File: config.mk
export PLATFORM = sky130hd
export DESIGN_NAME = bssr_front
export DESIGN_NICKNAME = d
export VERILOG_FILES = /design/src/sv/bssr_pkg.sv /design/src/sv/bssr_front.sv
export SDC_FILE = /design/constraint.sdc
export NUM_CORES = 1
export LEC_CHECK = 0
export ABC_AREA = 1
export BUFFER_PORTS_ARGS = -buffer_cell sky130_fd_sc_hd__buf_2
export CAP_MARGIN = 0
export CORE_UTILIZATION = 42
export DETAILED_ROUTE_END_ITERATION = 8
export PLACE_DENSITY = 0.66
export SETUP_SLACK_MARGIN = 0.2
export SLEW_MARGIN = 20
export SYNTH_ARGS = -nofsm -noshare
export SYNTH_HDL_FRONTEND = slang
export SYNTH_SLANG_ARGS = --single-unit
File: constraint.sdc
create_clock -name vclk -period 11.35
set_input_delay 1.7025 -clock vclk [all_inputs]
set_output_delay 1.7025 -clock vclk [all_outputs]
set_load 0.01 [all_outputs]
File: src/sv/bssr_pkg.sv
// ----------------------------------------------------------------------------
// bssr_pkg
// shared types and constants for the baffle-step shelf response block
// ----------------------------------------------------------------------------
package bssr_pkg;

  localparam int FREQ_W  = 24;
  localparam int WIDTH_W = 13;
  localparam int N_W     = FREQ_W + WIDTH_W;   // exact product freq * width
  localparam int REAL_W  = 18;
  localparam int IMAG_W  = 16;
  localparam int B_W     = 28;                 // b in q.16, always below 2^28

  // 2^51 / (256 * 115000 * sqrt2), rounded
  localparam logic [25:0] BSCALE = 26'd54085018;

  // settings register indexes
  localparam logic [1:0] REG_ENABLE = 2'd0;
  localparam logic [1:0] REG_WIDTH  = 2'd1;

  typedef enum logic [1:0] {
    ST_VALID   = 2'd0,
    ST_NEUTRAL = 2'd1,
    ST_INVALID = 2'd2
  } status_t;

  // item handed from the front to the back
  typedef struct packed {
    logic [N_W-1:0] n;
    status_t        status;
  } front_item_t;

endpackage

File: src/sv/bssr_front.sv
// ----------------------------------------------------------------------------
// bssr_front
// classifies each item against the settings and forms freq * width
// ----------------------------------------------------------------------------
module bssr_front (
  input  logic                         cfg_enable,
  input  logic [bssr_pkg::WIDTH_W-1:0] cfg_width,
  input  logic [bssr_pkg::FREQ_W-1:0]  freq,
  output bssr_pkg::front_item_t        item
);
  import bssr_pkg::*;

  always_comb begin
    item.n = N_W'(freq) * N_W'(cfg_width);
    if (!cfg_enable) begin
      item.status = ST_NEUTRAL;
    end else if (cfg_width == '0) begin
      item.status = ST_INVALID;
    end else begin
      item.status = ST_VALID;
    end
  end

endmodule

==> impl_metrics.csv <==
group,metric,value,unit
grt,overflow,0,
synth,synth_area,0.01096,mm2
setup_path,cp_num_buf_inv,5,
floorplanning,fp.dieH,163.6,um
setup_path,end_kind,"output port",
status,status,"finished clean",
clock_network,postCtsSetupBuffers,0,
job,cap_viol_max_count,0,
floorplanning,fp-row-count,58,
drt,detail-route-antenna-nets,0,
drt,topRoutingLayerUsed,"met4",
sta,maxClockFrequency,121.8,MHz
synth,synth_warnings,0,
drt,wl_met2,13.79,mm
clock_network,cts.hold.buffers_added,0,
final_layout,area_delta_synth_final,5.124,%
setup_path,cp.arrival,6.51,ns
drt,wl_per_cell,13.51,um
drt,wl,26.63,mm
sta,rsz0062_at_grt,"no",
sta,hold_viol_final,0,
clock_network,cts_resized,0,
drt,drcViolationCount,0,
final_layout,regArea,0,um2
sta,finalSetupViolations,0,
place,portBuffers,77,
synth,yosys-top-cells-area,"fa_1 (44%), nand2_1 (19%), inv_1 (19%)",
floorplanning,die-area,0.02676,mm2
drt,drt_iter0_drc,603,
floorplanning,coreArea,0.02540,mm2
floorplanning,die_x,163.6,um
final_layout,diodes,0,
hold_path,hold_class,"input pin to output port",
grt,track_usage,0.2145,
setup_path,cp_cell_sequence,"buf_2 > nand2_1 > fa_1 > fa_1 > fa_1 > inv_1 > fa_1 > inv_1 > fa_1 > inv_1 > ha_1 > nand2_1 > nor2_1 > nand3_1 > nand2_2 > nand2_1 > nand2_2 > nand2_1 > nand2_1 > nand2_1 > nand2_1 > buf_2",
final_layout,clock_buffers,0,
setup_path,critPathRequiredTime,9.65,ns
setup_path,crit_type,"input pin to output port",
synth,synth_top_area_frac,0.4419,
setup_path,path_delay_family,"adder cells",
grt,grt_pass1_wl,45.52,mm
synth,syn_avg_cell_area,6.739,um2
sta,maxSlewViolCount,0,
setup_path,max_stage_delay,0.62,ns
drt,wl_met3,1.328,mm
final_layout,final_nets,2005,
setup_path,slowest_stage,"fa_1",
final_layout,n_fill_cell,2661,
drt,met1_length,10.70,mm
synth,ys_types,21,
floorplanning,start_util,0.4317,
grt,grt_antenna_before_repair,0,
sta,hold_slack,3.658,ns
sta,period_minus_slack,8.212,ns
drt,drtPass1Iterations,5,
final_layout,seq_cell_count,0,
grt,grt_max_degree,26,
synth,synth_nets,1989,
final_layout,drive_gt1_frac,0.05241,
floorplanning,io_pins,77,
synth,yosysSeqAreaShare,0,
setup_path,crit_path_start_kind,"input pin",
sta,finalSetupTns,0,ns
place,place.gp.congestion,0.8951,
sta,tightest_slew,0.6584,ns
synth,synthCells,1627,
place,dpl.hpwl,22.34,mm
sta,fin_crit_sh,0.7235,
hold_path,min-delay-start,"cfg_enable",
grt,grt_pass1_vias,9763,
sta,relSlewSlack,0.5610,
setup_path,crit_start,"cfg_width[4]",
setup_path,cp_max_fo,25,
drt,vias_per_cell,4.708,
drt,vias,9280,
setup_path,path_common_cell,"nand2_1",
synth,yosysTopAreaCell,"fa_1",
kinds of logic (layout without fill, tap and decap cells):
kind of cell | count (synthesis) | after routing | share of synthesized area
buffers and inverters | 615 | 629 | 0.2105
AO/OA/AOI/OAI | 22 | 22 | 0.01050
AND/OR/NAND/NOR | 649 | 649 | 0.2299
XOR/XNOR | 17 | 17 | 0.01358
adder cells (fa/ha/maj) | 324 | 324 | 0.5354
tightest hold or removal path, stage by stage:
cell	delay (ns)
buf_2	0.08
inv_1	0.04
buf_2	0.13
cell usage in the layout (no fill, tap or decap), types with 3 or more instances in the layout:
cell type  Yosys  final
nand2_1      561    561
inv_1        552    552
fa_1         242    242
ha_1          82     82
buf_2          0     77
nor2_1        43     43
nand3_1       23     23
a21oi_1       20     20
xor2_1        12     12
nand2_2        7      7
xnor2_1        5      5
nor3_1         4      4
nand4_1        4      4
nor4_1         3      3
metal layers:
layer,vias up,global-route usage
li1,4452,-
met1,4495,0.2595
met2,283,0.4112
met3,50,0.006348
met4,0,0.06019
met5,-,0
stage by stage:
step,util,cells,setup slack [ns],cell area (um2)
finish,0.4538,1971,3.138,11530
global route,0.4538,1971,2.882,11530
CTS,0.4538,1971,3.150,11530
detailed placement,0.4538,1971,3.161,11530
global placement,0.4538,1971,3.189,11530
floorplan,-,1627,3.678,10960
cell usage after synthesis:
cell and number:
a21o_1 1, a21oi_1 20, and2_1 1, buf_1 16, clkbuf_1 47, fa_1 242, ha_1 82, inv_1 552
nand2_1 561, nand2_2 7, nand3_1 23, nand3_2 1, nand4_1 4, nor2_1 43, nor3_1 4, nor4_1 3
o21bai_1 1, or2_1 1, or2_4 1, xnor2_1 5, xor2_1 12
worst paths after layout:
check	to	slack [ns]	depth (start not counted)
worst max-delay path	item[30]	3.14	22
worst min-delay path	item[0]	3.66	3
layout make-up:
type | count | area (um2) | area share
multi-input cells | 1012 | 8656 | 0.7510
well taps | 330 | 412.9 | 0.03582
inverters | 552 | 2072 | 0.1798
repair buffers | 77 | 385.4 | 0.03343
Power is not shown: default switching activity piles up to over one toggle a cycle in this logic, so the estimate is an artifact.
