===== src/sv/bssr_pkg.sv =====
// ----------------------------------------------------------------------------
// bssr_pkg
// shared types and constants for the baffle-step shelf response block
// ----------------------------------------------------------------------------
package bssr_pkg;

  localparam int FREQ_W  = 24;
  localparam int WIDTH_W = 13;
  localparam int N_W     = FREQ_W + WIDTH_W;   // exact product freq * width
  localparam int REAL_W  = 18;
  localparam int IMAG_W  = 16;
  localparam int B_W     = 28;                 // b in q.16, always below 2^28

  // 2^51 / (256 * 115000 * sqrt2), rounded
  localparam logic [25:0] BSCALE = 26'd54085018;

  // settings register indexes
  localparam logic [1:0] REG_ENABLE = 2'd0;
  localparam logic [1:0] REG_WIDTH  = 2'd1;

  typedef enum logic [1:0] {
    ST_VALID   = 2'd0,
    ST_NEUTRAL = 2'd1,
    ST_INVALID = 2'd2
  } status_t;

  // item handed from the front to the back
  typedef struct packed {
    logic [N_W-1:0] n;
    status_t        status;
  } front_item_t;

endpackage


===== src/sv/bssr_queue.sv =====
// ----------------------------------------------------------------------------
// bssr_queue
// two-entry queue between the front and the back
// ----------------------------------------------------------------------------
module bssr_queue (
  input  logic                  clk,
  input  logic                  rst_n,
  input  logic                  wr_en,
  input  bssr_pkg::front_item_t wr_item,
  output logic                  full,
  input  logic                  rd_en,
  output logic                  not_empty,
  output bssr_pkg::front_item_t rd_item
);
  import bssr_pkg::*;

  front_item_t slot_r [0:1];
  logic       wptr_r, wptr_nxt;
  logic       rptr_r, rptr_nxt;
  logic [1:0] cnt_r, cnt_nxt;
  logic       do_wr, do_rd;

  assign full      = (cnt_r == 2'd2);
  assign not_empty = (cnt_r != 2'd0);
  assign rd_item   = slot_r[rptr_r];
  assign do_wr     = wr_en && !full;
  assign do_rd     = rd_en && not_empty;

  always_comb begin
    wptr_nxt = wptr_r ^ do_wr;
    rptr_nxt = rptr_r ^ do_rd;
    cnt_nxt  = cnt_r + 2'(do_wr) - 2'(do_rd);
  end

  always_ff @(posedge clk) begin
    if (!rst_n) begin
      wptr_r <= 1'b0;
      rptr_r <= 1'b0;
      cnt_r  <= 2'd0;
    end else begin
      wptr_r <= wptr_nxt;
      rptr_r <= rptr_nxt;
      cnt_r  <= cnt_nxt;
    end
  end

  always_ff @(posedge clk) begin
    if (do_wr) begin
      slot_r[wptr_r] <= wr_item;
    end
  end

endmodule


===== config.mk =====
export PLATFORM = sky130hd
export DESIGN_NAME = bssr_queue
export DESIGN_NICKNAME = d
export VERILOG_FILES = /design/src/sv/bssr_pkg.sv /design/src/sv/bssr_queue.sv
export SDC_FILE = /design/constraint.sdc
export NUM_CORES = 1
export LEC_CHECK = 0
export BUFFER_PORTS_ARGS = -buffer_cell sky130_fd_sc_hd__clkbuf_2
export CORE_UTILIZATION = 52
export CTS_CLUSTER_DIAMETER = 100
export CTS_CLUSTER_SIZE = 12
export DETAILED_ROUTE_END_ITERATION = 12
export GPL_TIMING_DRIVEN = 1
export PLACE_DENSITY = 0.79
export SYNTH_ARGS = -nofsm -noshare
export SYNTH_HDL_FRONTEND = slang
export SYNTH_SLANG_ARGS = --single-unit

===== constraint.sdc =====
create_clock -name clk -period 2.5 [get_ports clk]
set_input_delay 0.125 -clock clk [delete_from_list [all_inputs] [get_ports clk]]
set_output_delay 0.125 -clock clk [all_outputs]
set_load 0.005 [all_outputs]

==> metrics.cfg <==
[worst_setup_path]
reg2reg_from=cnt_r[1]
slowest_stage=dfxtp_2
crit_path_cell_trace=buf_12 -> mux2_2 -> clkbuf_2
reg2reg_to=cnt_r[1]
criticalPathCategory=reg -> out
critPathCaptureType=primary output
crit_arrival_ns=1.71
ff2ff_path_depth=6
worst-path-buf-inv=2
ff2ff_setup_slack_ns=1.04
worst-path-max-fanout=21
path_depth=3
required_ns=2.38
path_delay_family=flip-flops
slowest_delay_ns=0.65
start_kind=flip-flop

[global_routing]
grt_max_degree=40
overflow=0
grt_pass1_wl_um=8290
antenna_found_initial=0
grt_use_total_pct=18.7
grt_pass1_vias=1751

[cells_and_area]
antenna_cells=0
multi_input_area_um2=633
n_fill_cell=364
drive_gt1_share_pct=50.9
fin_cells=355
regArea_mm2=0.00244
syn2layout_area_growth_pct=35.7
num-nets-final=325
postLayoutCellArea_mm2=0.00424

[synthesis]
yosysTopAreaCell=edfxtp_1
synth_fp_nets=193
syn_area_mm2=0.00312
postSynthAreaPerCell_um2=21.4
yosys-top-cells-area=edfxtp_1 (75%), mux2_2 (10%), mux2_4 (4.8%)
ys_ff_latch=83
syn_inst=146
yosysSeqAreaShare_pct=78.2
yosys_warnings=0
synth_top_area_share_pct=75.0
ys_types=17

[timing]
period_minus_slack_ns=1.84
hold_slack_ns=0.0758
worstMarginPinSlew_ns=0.490
max_slew_margin_pct=67.3
tns_ns=0
report.final.hold_viol_count=0
max_freq_mhz=544
timing.final.max_slew_violations=0
skew_ns=0.0133
setup_viol_count_final=0
rsz0062_at_grt=false
period_share_pct=73.6

[min_path]
whs_path_depth=2
hold_path.class=in -> reg
hold-path-endpoint=wptr_r
min_from=rst_n

[clocking]
clk_pin_slew_ns=0.08
cts_max_path_buffers=2
cts-root-buf=clkbuf_8
cts-htree-levels=3
cts_tree=yes
clock_sinks=83
numCtsBuffers=9
clk_latency_ns=0.34

[placed_design]
place_area_mm2=0.00365
dp_cells=300
port-buffer-count=83
place_congestion=0.733
dp_hpwl_um=3160

[routing]
antenna_left=0
wirelength_um=5490
viasPerCell=4.88
dr.first_iter.drc_count=86
drc=0
firstDrtPassIters=4
wl_per_cell_um=15.5
dr_total_vias=1733

[power]
peakVddDrop_v=0.000595
leakagePower_uw=0.00166
p_per_area_mw_per_mm2=867
total_power_uw=3680

[floorplanning]
ios=84
die_area_mm2=0.00632
num_rows=27
core-area_mm2=0.00564
fp.dieW_um=79.5
die_h_um=79.5
start_util_pct=55.4

[outcome]
outcome=complete, no violations

[flow_run]
cap_violations=0

Yosys cell counts:
library cell,count
mux2_4,10
inv_1,3
ha_1,4
and2_1,2
edfxtp_1,78
buf_8,1
xnor3_1,1
o21a_1,1
buf_6,1
mux2i_1,2
or2_2,1
dfxtp_1,5
mux2_2,29
nor2b_1,2
nand2_1,2
buf_4,2
nand2b_1,2
state kept, by name, summed over array words and instances, names as in the netlist, named ones only:
signal  count
rptr_r      1
wptr_r      1
slot_r     78
cnt_r       2
what timing repair did:
action                    in CTS  in global routing
buffers inserted               0                  0
hold buffers                  39                  0
hold endpoints to repair      78                  0
resized for setup              0                  0
cell families (layout without fill, tap and decap cells):
kind of cell	Yosys count	in the layout	synth area share (%)
muxes	41	41	15.9
adders and majority gates	4	4	1.60
DFF	83	83	78.2
buffers and inverters	7	144	1.68
and+or+nand+nor	9	9	1.64
AOI/OAI and AO/OA	1	1	0.240
xor gates and xnor gates	1	1	0.721
worst max path at each step:
stage               startpoint      endpoint
finish               flip-flop    rd_item[6]
global route         flip-flop    rd_item[5]
CTS                  flip-flop    rd_item[4]
detailed placement   flip-flop    rd_item[4]
global placement     flip-flop    rd_item[4]
floorplan             cnt_r[0]  slot_r[1][0]
layout by cell type (no fill, tap or decap), types with 2 or more instances in the layout:
master and count:
clkbuf_2 83, dfxtp_1 4, nor2b_1 2, ha_1 2
mux2i_1 2, inv_1 3, nand2_1 2, mux2_2 29
edfxtp_1 78, clkbuf_8 9, clkinvlp_4 3, nand2b_1 2
dlygate4sd3_1 39, ha_2 2, and2_1 2, buf_12 3
mux2_4 10
where the power goes:
part	internal [µW]	total, µW	switching [µW]
sequential	1760	1850	91.1
clock	461	924	463
combinational	517	898	381
per-layer routing:
| metal | share of wire (%) | GRT usage [%] | vias to the layer above |
|---|---|---|---|
| li1 | - | - | 828 |
| met1 | 39 | 21.8 | 818 |
| met2 | 53 | 30.3 | 69 |
| met3 | 5.0 | 3.77 | 18 |
| met4 | 2.8 | 14.7 | 0 |
| met5 | 0 | 0 | - |
per-stage QoR:
step / setup slack (ns) / utilization (%)
4_1_cts: 0.625 / 75.1
3_3_place_gp: 1.04 / 64.8
2_1_floorplan: 0.491 / -
3_5_place_dp: 0.998 / 64.8
6_report: 0.661 / 75.1
5_1_grt: 0.546 / 75.1
area by class of cell:
| class | instances | share of cell area, % |
|---|---|---|
| Tap cell | 72 | 2.13 |
| Sequential cell | 83 | 57.7 |
| Clock buffer | 10 | 3.01 |
| Inverter | 3 | 0.266 |
| Multi-Input combinational cell | 56 | 14.9 |
| Timing Repair Buffer | 125 | 20.4 |
| Clock inverter | 6 | 1.56 |
worst register-to-register path, cell delays in order, from the launching register on:
cell and delay, ns:
dfxtp_1 0.34, o21a_1 0.26, ha_1 0.31, inv_1 0.05, ha_1 0.14, xnor3_1 0.20
nor2b_1 0.10
Power figures use the tool's default switching activity.
